**src/mcmc_pkg.sv**
```systemverilog
// Shared types, constants and command struct for the matrix chain cost block.
package mcmc_pkg;

   localparam int MAX_MATRICES_DEF = 16;
   localparam int DIM_BITS_DEF     = 12;
   localparam int DIM_FIELD_W      = 12;
   localparam int COST_W           = 40;

   localparam logic [COST_W-1:0] COST_MAX = {COST_W{1'b1}};

   typedef struct packed {
      logic [DIM_FIELD_W-1:0] dimension;
      logic                   last;
   } req_type;

   typedef struct packed {
      logic [COST_W-1:0] min_cost;
      logic              error;
   } rsp_type;

   typedef struct packed {
      logic dim_we;
      logic setup;
      logic step;
      logic write;
      logic respond;
      logic err;
      logic zero;
   } cmd_type;

endpackage

```
**src/mcmc_ctrl.sv**
```systemverilog
// Controller: dimension loading, interval sequencing and result commands.
module mcmc_ctrl #(
   parameter int MAX_MATRICES = mcmc_pkg::MAX_MATRICES_DEF,
   parameter int IDX_W        = (MAX_MATRICES > 1) ? $clog2(MAX_MATRICES) : 1,
   parameter int DA_W         = $clog2(MAX_MATRICES + 1)
) (
   input  logic              clock,
   input  logic              reset,
   input  logic              start,
   input  logic              req_last,
   input  logic              pipe_busy,
   output logic              busy,
   output mcmc_pkg::cmd_type cmd,
   output logic [DA_W-1:0]   dim_waddr,
   output logic [IDX_W-1:0]  idx_i,
   output logic [IDX_W-1:0]  idx_k,
   output logic [IDX_W-1:0]  idx_j
);
   import mcmc_pkg::*;

   localparam int DIMS  = MAX_MATRICES + 1;
   localparam int CNT_W = $clog2(MAX_MATRICES + 2);
   localparam int SW    = DA_W + 1;

   typedef enum logic [3:0] {
      ST_IDLE  = 4'b0001,
      ST_SETUP = 4'b0010,
      ST_STEP  = 4'b0100,
      ST_DRAIN = 4'b1000
   } state_type;

   state_type        state_ff, state_in;
   logic [CNT_W-1:0] count_ff, count_in, cnt_next;
   logic             ovf_ff, ovf_in, ovf_next;
   logic [DA_W-1:0]  mats_ff, mats_in;
   logic [DA_W-1:0]  len_ff, len_in;
   logic [IDX_W-1:0] i_ff, i_in;
   logic [IDX_W-1:0] k_ff, k_in;
   logic [SW-1:0]    j_w;

   assign j_w = SW'(i_ff) + SW'(len_ff) - SW'(1);

   always_comb begin
      state_in  = state_ff;
      count_in  = count_ff;
      ovf_in    = ovf_ff;
      mats_in   = mats_ff;
      len_in    = len_ff;
      i_in      = i_ff;
      k_in      = k_ff;
      cnt_next  = count_ff;
      ovf_next  = ovf_ff;
      cmd       = '0;
      unique case (state_ff)
         ST_IDLE: begin
            if (start) begin
               if (count_ff < CNT_W'(DIMS)) begin
                  cmd.dim_we = 1'b1;
                  cnt_next   = count_ff + CNT_W'(1);
               end else begin
                  ovf_next = 1'b1;
               end
               count_in = cnt_next;
               ovf_in   = ovf_next;
               if (req_last) begin
                  count_in = '0;
                  ovf_in   = 1'b0;
                  if (ovf_next || (cnt_next < CNT_W'(2))) begin
                     cmd.respond = 1'b1;
                     cmd.err     = 1'b1;
                  end else if (cnt_next == CNT_W'(2)) begin
                     cmd.respond = 1'b1;
                     cmd.zero    = 1'b1;
                  end else begin
                     mats_in  = DA_W'(cnt_next - CNT_W'(1));
                     len_in   = DA_W'(2);
                     i_in     = '0;
                     state_in = ST_SETUP;
                  end
               end
            end
         end
         ST_SETUP: begin
            cmd.setup = 1'b1;
            k_in      = i_ff;
            state_in  = ST_STEP;
         end
         ST_STEP: begin
            cmd.step = 1'b1;
            if ((SW'(k_ff) + SW'(1)) == j_w) begin
               state_in = ST_DRAIN;
            end else begin
               k_in = k_ff + IDX_W'(1);
            end
         end
         ST_DRAIN: begin
            if (!pipe_busy) begin
               cmd.write = 1'b1;
               if ((SW'(i_ff) + SW'(len_ff)) == SW'(mats_ff)) begin
                  if (len_ff == mats_ff) begin
                     cmd.respond = 1'b1;
                     state_in    = ST_IDLE;
                  end else begin
                     len_in   = len_ff + DA_W'(1);
                     i_in     = '0;
                     state_in = ST_SETUP;
                  end
               end else begin
                  i_in     = i_ff + IDX_W'(1);
                  state_in = ST_SETUP;
               end
            end
         end
         default: begin
            state_in = ST_IDLE;
         end
      endcase
   end

   always_ff @(posedge clock) begin
      if (reset) begin
         state_ff <= ST_IDLE;
         count_ff <= '0;
         ovf_ff   <= 1'b0;
      end else begin
         state_ff <= state_in;
         count_ff <= count_in;
         ovf_ff   <= ovf_in;
      end
   end

   always_ff @(posedge clock) begin
      mats_ff <= mats_in;
      len_ff  <= len_in;
      i_ff    <= i_in;
      k_ff    <= k_in;
   end

   assign busy      = (state_ff != ST_IDLE);
   assign dim_waddr = count_ff[DA_W-1:0];
   assign idx_i     = i_ff;
   assign idx_k     = k_ff;
   assign idx_j     = j_w[IDX_W-1:0];

endmodule

```
**config.mk**
```make
export PLATFORM = sky130hd
export DESIGN_NAME = mcmc_ctrl
export DESIGN_NICKNAME = d
export VERILOG_FILES = /design/src/mcmc_pkg.sv /design/src/mcmc_ctrl.sv
export SDC_FILE = /design/constraint.sdc
export NUM_CORES = 1
export LEC_CHECK = 0
export BUFFER_PORTS_ARGS = -buffer_cell sky130_fd_sc_hd__buf_2
export CORE_ASPECT_RATIO = 0.75
export CORE_UTILIZATION = 35
export DETAILED_ROUTE_END_ITERATION = 12
export PLACE_DENSITY_LB_ADDON = 0.05
export SLEW_MARGIN = 40
export SYNTH_ARGS = -nofsm -noshare
export SYNTH_HDL_FRONTEND = slang
export SYNTH_SLANG_ARGS = --single-unit
export TNS_END_PERCENT = 20
```
**constraint.sdc**
```tcl
create_clock -name clock -period 3.8 [get_ports clock]
set_input_delay 1.14 -clock clock [delete_from_list [all_inputs] [get_ports clock]]
set_output_delay 1.14 -clock clock [all_outputs]
set_load 0.05 [all_outputs]
```
# ---- Word-level counts from Yosys, hierarchy flattened
# Index checks and enable logic that the tools add are counted.
dict set report word_totals {
  output_inout_bits 25
  register_bits 28
  inputBits 5
  word_cells 99
}
dict set report classes {
  n_eq_ne 19
  n_reduce_logical 9
  n_lt_le_gt_ge 2
  add_sub_neg 8
  mux 52
  bitwise 2
}
# operator n
set ops {}
lappend ops {{4-bit two-way mux} 15}
lappend ops {{5-bit two-way mux} 11}
lappend ops {{2-bit inequality test (second input constant)} 9}
lappend ops {{1-bit two-way mux} 16}
lappend ops {{4-bit case mux with 2 select lines} 2}
lappend ops {{4-bit case mux with 4 select lines} 1}
lappend ops {{5-bit by 1-bit adder with 5-bit output (second input constant)} 2}
lappend ops {{5-bit case mux with 2 select lines} 1}
lappend ops {{4-bit by 1-bit adder with 4-bit output (second input constant)} 2}
lappend ops {{8-bit AND reduction} 1}
lappend ops {{7-bit AND reduction} 1}
lappend ops {{4-bit by 5-bit adder with 6-bit output} 1}
lappend ops {{5-bit by 6-bit equality test with 1-bit output} 1}
lappend ops {{6-bit by 5-bit equality test with 1-bit output} 1}
lappend ops {{2-bit two-way mux} 3}
lappend ops {{3-bit two-way mux} 2}
lappend ops {{6-bit AND reduction} 1}
lappend ops {{6-bit by 1-bit subtractor with 6-bit output (second input constant)} 1}
lappend ops {{4-bit by 1-bit adder with 5-bit output (second input constant)} 1}
lappend ops {{5-bit by 2-bit equality test with 1-bit output (second input constant)} 1}
lappend ops {{5-bit equality test} 1}
lappend ops {{5-bit by 2-bit < comparator with 1-bit output (second input constant)} 1}
lappend ops {{5-bit < comparator (second input constant)} 1}
lappend ops {{5-bit AND reduction} 1}
lappend ops {{12 further kinds} 15}

# ---- Logic depth before layout (Yosys ltp)
# Gate-level depths: netlist of run 1.
dict set report logic_depth {
  word_depth 10
  ltp_mapped 9
  mapped_depth_nobuf 9
}

# ---- Worst setup path after synthesis of run 1
# OpenSTA, ideal clock, no wires.
dict set report synth_timing {
  path_type {flip-flop to output port}
  from {reg i_ff[0] (netlist: idx_i[0])}
  to {out cmd[2] (netlist name)}
  arrival_ns 3.223
  setup_slack_ns -0.563
  path_stages_with_launch 9
  n_path_buf 0
  required_time_ns 2.660
  path_cell_list {edfxtp_1 > ha_1 > fa_1 > xnor2_4 > xnor2_1 > nor4b_2 > nand4b_1 > or4_1 > o21ai_0}
}
# element line_no
set synth_rtl {}
lappend synth_rtl {{start, declared} mcmc_ctrl.sv:37} ;# logic [IDX_W-1:0] i_ff, i_in;
lappend synth_rtl {{start signal, assigned} mcmc_ctrl.sv:135} ;# i_ff <= i_in;
lappend synth_rtl {{end, declared} mcmc_ctrl.sv:13} ;# output mcmc_pkg::cmd_type cmd,

==> results.json, run 1 <==
{
  "max_clock_freq_mhz": 250,
  "syn_avg_cell_area_sq_um": 9.43,
  "layout-drive-gt1-share": 0.251,
  "track_usage": 0.166,
  "end_kind": "output pin",
  "status": "complete, but fails checks",
  "core_sq_um": 5350,
  "cts_buffers": 3,
  "rsz0062_at_grt": "yes",
  "detail_route.iter0.violations": 68,
  "violations": "negative setup slack",
  "cap_violations": 0,
  "die-area_sq_um": 5860,
  "ios": 30,
  "antenna_cells": 0,
  "post_drt_via_cell_ratio": 4.94,
  "crit_path_top_delay_cell": "or4_4",
  "setup_viol": 1,
  "dieHeight_um": 66.5,
  "synthArstFlopShare": 0,
  "ys_seq_area_frac": 0.381,
  "grt_pass1_vias": 1391,
  "post-route-period-util": 1.05,
  "cts_tree": "yes",
  "netlist_area_sq_um": 1940,
  "clk_path_buf_depth": 2,
  "drc": 0,
  "crit_fanout": 2,
  "io_buffer_count": 29,
  "cts.sinks": 28,
  "htree_num_levels": 1,
  "core.rowCount": 23,
  "synth_edf_count": 18,
  "path_class": "reg2out",
  "slew_headroom": 0.591,
  "initial_core_util": 0.363,
  "synthFlopType": "edfxtp_1",
  "wl_um": 4580,
  "fillers": 562,
  "clk_pin_slew_worst_paths_ns": 0.11,
  "worst_ep_arrival_time_ns": 2.87,
  "fin_util": 0.450,
  "first_pass_iters": 4,
  "dpl_worst_slack_ns": -0.0639,
  "synthCells": 206,
  "layout_min_cycle_time_ns": 4.01,
  "vias": 1629,
  "syn_nets": 223,
  "gp_congestion": 0.729,
  "cp-start-kind": "flop",
  "hold_violations": 0,
  "gr-total-overflow": 0,
  "nNetsFinal": 273,
  "ys_warn_count": 0,
  "cts_root_buf": "clkbuf_8",
  "worstHoldPathType": "reg2reg",
  "grt_max_degree": 17,
  "detail_route.wl_per_cell_um": 13.9,
  "drv_slew": 0,
  "antenna_found_initial": 0,
  "place_hpwl_um": 3750,
  "fp.dieW_um": 88.0,
  "insertion_delay_ns": 0.28,
  "grt_pass1_wl_um": 7180,
  "area_growth_syn_to_layout_pct": 24.1,
  "required_ns": 2.66,
  "ys_ff_latch": 28,
  "synth_cell_types": 42,
  "postRouteAntennaNets": 0,
  "critical_path.cell_chain": "ha_2, fa_2, xnor2_4, xnor2_1, nor4b_2, nand4b_1, or4_4, o21ai_4, buf_6",
  "crit_path_max_incr_delay_ns": 0.59,
  "worst_slack_ns": -0.208,
  "skew_ns": 0.0110,
  "tightestPinTransition_ns": 0.610,
  "hold-worst-slack_ns": 0.508
}
[cells by family after synthesis]
group	count (synthesis)	synth area share
xor+xnor	31	0.157
mux	1	0.00515
fa+ha+maj	12	0.0811
compound gates	35	0.117
simple gates	90	0.241
buf+inv	9	0.0174
flops	28	0.381
[state kept, by name, indices dropped and copies added, names as in the netlist]
register	cells
mats_ff	5
state_ff	4
ovf_ff	1
dim_waddr	5
idx_k	4
idx_i	4
len_ff	5
[area by class of cell]
type	instances	area [sq um]	share of cell area
clock buffers	3	41.3	0.0171
clock inverters	1	30.0	0.0125
inverters	6	22.5	0.00934
multi-input cells	169	1190	0.493
flip-flops and latches	28	741	0.307
well taps	75	93.8	0.0389
repair buffers	48	294	0.122
[per-stage QoR]
stage          cell area [sq um]  setup TNS, ns  instances
2_1_floorplan               1960         -0.154        206
3_3_place_gp                2330        -0.0539        325
3_5_place_dp                2330        -0.0639        325
4_1_cts                     2400         -0.321        329
5_1_grt                     2410         -0.388        330
6_report                    2410         -0.208        330
[critical path, delay by kind of cell, from the launching register on]
family,cells,cell delay [ns]
AO/OA/AOI/OAI,1,0.08
XOR/XNOR,2,0.28
adder cells (fa/ha/maj),2,0.59
buffers and inverters,1,0.17
flip-flops,1,0.41
AND/OR/NAND/NOR,3,1.06
[timing repair]
item                       4_1_cts  5_1_grt
pin swaps                        2        2
setup endpoints to repair        1        1
buffers inserted                 0        1
resized for setup                2        0
hold buffers                     0        0
[metal layers]
metal  up-vias  wire length (um)  track usage
li1        849                 -            -
met1       744              2550        0.283
met2        34              1690        0.212
met3         2               326       0.0273
met4         0                17       0.0242
met5         -                 0            0
[path summary, 6_finish.rpt]
| check | cells past startpoint | start | slack, ns | to |
|---|---|---|---|---|
| max reg2reg | 9 | idx_i[0]$_SDFFCE_PN0P_ | 0.87 | idx_k[2]$_DFFE_PP_ |
| max | 9 | idx_i[0]$_SDFFCE_PN0P_ | -0.21 | cmd[2] |
| min reg2reg | 2 | ovf_ff$_SDFFE_PP0P_ | 0.51 | ovf_ff$_SDFFE_PP0P_ |
| min | 2 | ovf_ff$_SDFFE_PP0P_ | 0.51 | ovf_ff$_SDFFE_PP0P_ |
[synthesized netlist by cell type (all sizes together), types with 2 or more instances]
cell type  number  area [sq um]
nor2           25          93.8
edfxtp         18           541
nand2          18          67.6
xor2           16           140
xnor2          14           141
a21oi          11          55.1
ha             11           138
nand3          11          55.1
dfxtp          10           200
nor3           10          50.1
o21ai           9          45.0
inv             6          22.5
and3            4          31.3
nor4b           4          41.3
nand3b          3          22.5
nand4b          3          26.3
o21a            3          22.5
a211o           2          17.5
a211oi          2          15.0
a21o            2          16.3
a31oi           2          12.5
and2            2          12.5
clkbuf          2          7.51
nand2b          2          12.5
nor2b           2          12.5
nor4            2          12.5
or4             2          15.0
[layout by cell type, fill, tap and decap left out, types with 2 or more instances in the layout]
master / netlist / layout
buf_4: 0 / 19
nor2b_1: 2 / 2
nand2b_1: 2 / 2
xnor2_1: 13 / 13
nor3_1: 10 / 10
dfxtp_1: 10 / 10
xor2_1: 16 / 16
nor2_1: 25 / 25
a211oi_1: 2 / 2
nor4_1: 2 / 2
nand2_1: 18 / 18
and3_1: 2 / 2
a211o_1: 2 / 2
o21ai_0: 9 / 8
inv_1: 6 / 6
edfxtp_1: 18 / 18
nand3b_1: 3 / 3
and2_1: 2 / 2
nand3_1: 11 / 11
o21a_1: 3 / 3
nand4b_1: 3 / 3
ha_1: 11 / 10
nor4b_1: 3 / 3
a21oi_1: 11 / 11
buf_2: 0 / 28
a31oi_1: 2 / 2
clkbuf_8: 0 / 3
Power of run 1 is left out: the tool's default activity adds up to more than one toggle a clock period on the data nets, which glitch-free logic cannot reach.
==> run 2: changes to the inputs <==
--- a/config.mk
+++ b/config.mk
@@ -10,6 +10,7 @@
 export CORE_UTILIZATION = 35
 export DETAILED_ROUTE_END_ITERATION = 12
 export PLACE_DENSITY_LB_ADDON = 0.05
+export RECOVER_POWER = 25
 export SLEW_MARGIN = 40
 export SYNTH_ARGS = -nofsm -noshare
 export SYNTH_HDL_FRONTEND = slang
==> results.json, run 2 (synthesis gave the netlist of run 1 again) <==
{
  "final_cell_mix": "27 x buf_2, 25 x nor2_1, 18 x nand2_1, 18 x edfxtp_1, 17 x buf_4",
  "path_class": "reg2out",
  "place_hpwl_um": 3750,
  "layout-drive-gt1-share": 0.235,
  "seq_area_sq_um": 741,
  "insertion_delay_ns": 0.28,
  "cts_tree": "yes",
  "cts_hold_buf": 0,
  "initial_core_util": 0.363,
  "hold_violations": 0,
  "post_drt_via_cell_ratio": 4.88,
  "detail_route.iter0.violations": 72,
  "slew_headroom": 0.342,
  "final_area_sq_um": 2390,
  "ios": 30,
  "core.rowCount": 23,
  "first_pass_iters": 4,
  "detail_route.wl_per_cell_um": 13.9,
  "cap_violations": 0,
  "vias": 1609,
  "gp_congestion": 0.729,
  "skew_ns": 0.0124,
  "end_kind": "output pin",
  "layout_min_cycle_time_ns": 4.02,
  "grt_max_degree": 17,
  "htree_num_levels": 1,
  "layout_commonest_cell": "buf_2",
  "worst_ep_arrival_time_ns": 2.88,
  "cp-start-kind": "flop",
  "cts_root_buf": "clkbuf_8",
  "grt_pass1_vias": 1391,
  "setup_viol": 1,
  "postRouteAntennaNets": 0,
  "die-area_sq_um": 5860,
  "tns_ns": -0.216,
  "antenna_found_initial": 0,
  "drv_slew": 0,
  "worstHoldPathType": "reg2reg",
  "violations": "negative setup slack",
  "cts_buffers": 3,
  "required_ns": 2.66,
  "drc": 0,
  "clk_pin_slew_worst_paths_ns": 0.11,
  "clk_path_buf_depth": 2,
  "cts.sinks": 28,
  "dp_cells": 325,
  "core_sq_um": 5350,
  "status": "complete, but fails checks",
  "crit_fanout": 2,
  "dpl_cell_area_sq_um": 2330,
  "dieHeight_um": 66.5,
  "dpl_worst_slack_ns": -0.0639,
  "max_clock_freq_mhz": 249,
  "io_buffer_count": 29,
  "fillers": 567,
  "gr-total-overflow": 0,
  "rsz0062_at_grt": "yes",
  "nNetsFinal": 273,
  "grt_pass1_wl_um": 7180,
  "wl_um": 4600,
  "worst_slack_ns": -0.216,
  "antenna_cells": 0,
  "track_usage": 0.166,
  "multiInputGateArea_sq_um": 1180,
  "fp.dieW_um": 88.0,
  "area_growth_syn_to_layout_pct": 23.2,
  "final_cells": 330,
  "tightestPinTransition_ns": 0.974,
  "post-route-period-util": 1.06
}
-- run 2: changes by cell type in the layout (fill, tap and decap cells not counted), sizes merged --
cell / before / now
buf: 48 / 45
clkbuf: 3 / 6
-- run 2: area by class of cell --
| type | count | share of cell area |
|---|---|---|
| inverters | 6 | 0.00940 |
| flip-flops and latches | 28 | 0.309 |
| well taps | 75 | 0.0392 |
| multi-input cells | 169 | 0.493 |
| repair buffers | 48 | 0.119 |
| clock buffers | 3 | 0.0172 |
| clock inverters | 1 | 0.0125 |
-- run 2: worst max-delay path, stage by stage, from the launching register on --
cell and delay (ns):
edfxtp_1 0.41, ha_2 0.20, fa_2 0.39, xnor2_4 0.15, xnor2_1 0.13, nor4b_2 0.26
nand4b_1 0.22, or4_4 0.59, o21ai_4 0.08, buf_6 0.17
-- run 2: repair_timing --
item	CTS	global route
gates resized for setup	2	0
gates cloned	0	0
setup buffers	0	1
hold endpoints to repair	0	0
pin swaps	2	2
endpoints found under the setup margin	1	1
-- run 2: through the flow --
step | hold WS, ns | utilization
after floorplan | 0.469 | -
after detailed placement | 0.491 | 0.435
final | 0.508 | 0.447
after CTS | 0.507 | 0.449
after global placement | 0.481 | 0.435
after global routing | 0.577 | 0.447
-- run 2: metal layers --
| metal | vias up | track usage | wire (um) |
|---|---|---|---|
| met3 | 2 | 0.0273 | 130 |
| met1 | 731 | 0.283 | 2760 |
| met2 | 29 | 0.212 | 1690 |
| met5 | - | 0 | 0 |
| met4 | 0 | 0.0242 | 17 |
| li1 | 847 | - | - |
-- run 2: final timing paths --
kind / slack [ns] / startpoint / cells after the start / endpoint
max reg2reg: 0.57 / dim_waddr[0]$_SDFFE_PP0P_ / 7 / idx_i[0]$_SDFFCE_PN0P_
min: 0.51 / ovf_ff$_SDFFE_PP0P_ / 2 / ovf_ff$_SDFFE_PP0P_
max: -0.22 / idx_i[0]$_SDFFCE_PN0P_ / 9 / cmd[2]
min reg2reg: 0.51 / ovf_ff$_SDFFE_PP0P_ / 2 / ovf_ff$_SDFFE_PP0P_
Power of run 2 is left out for the same reason.
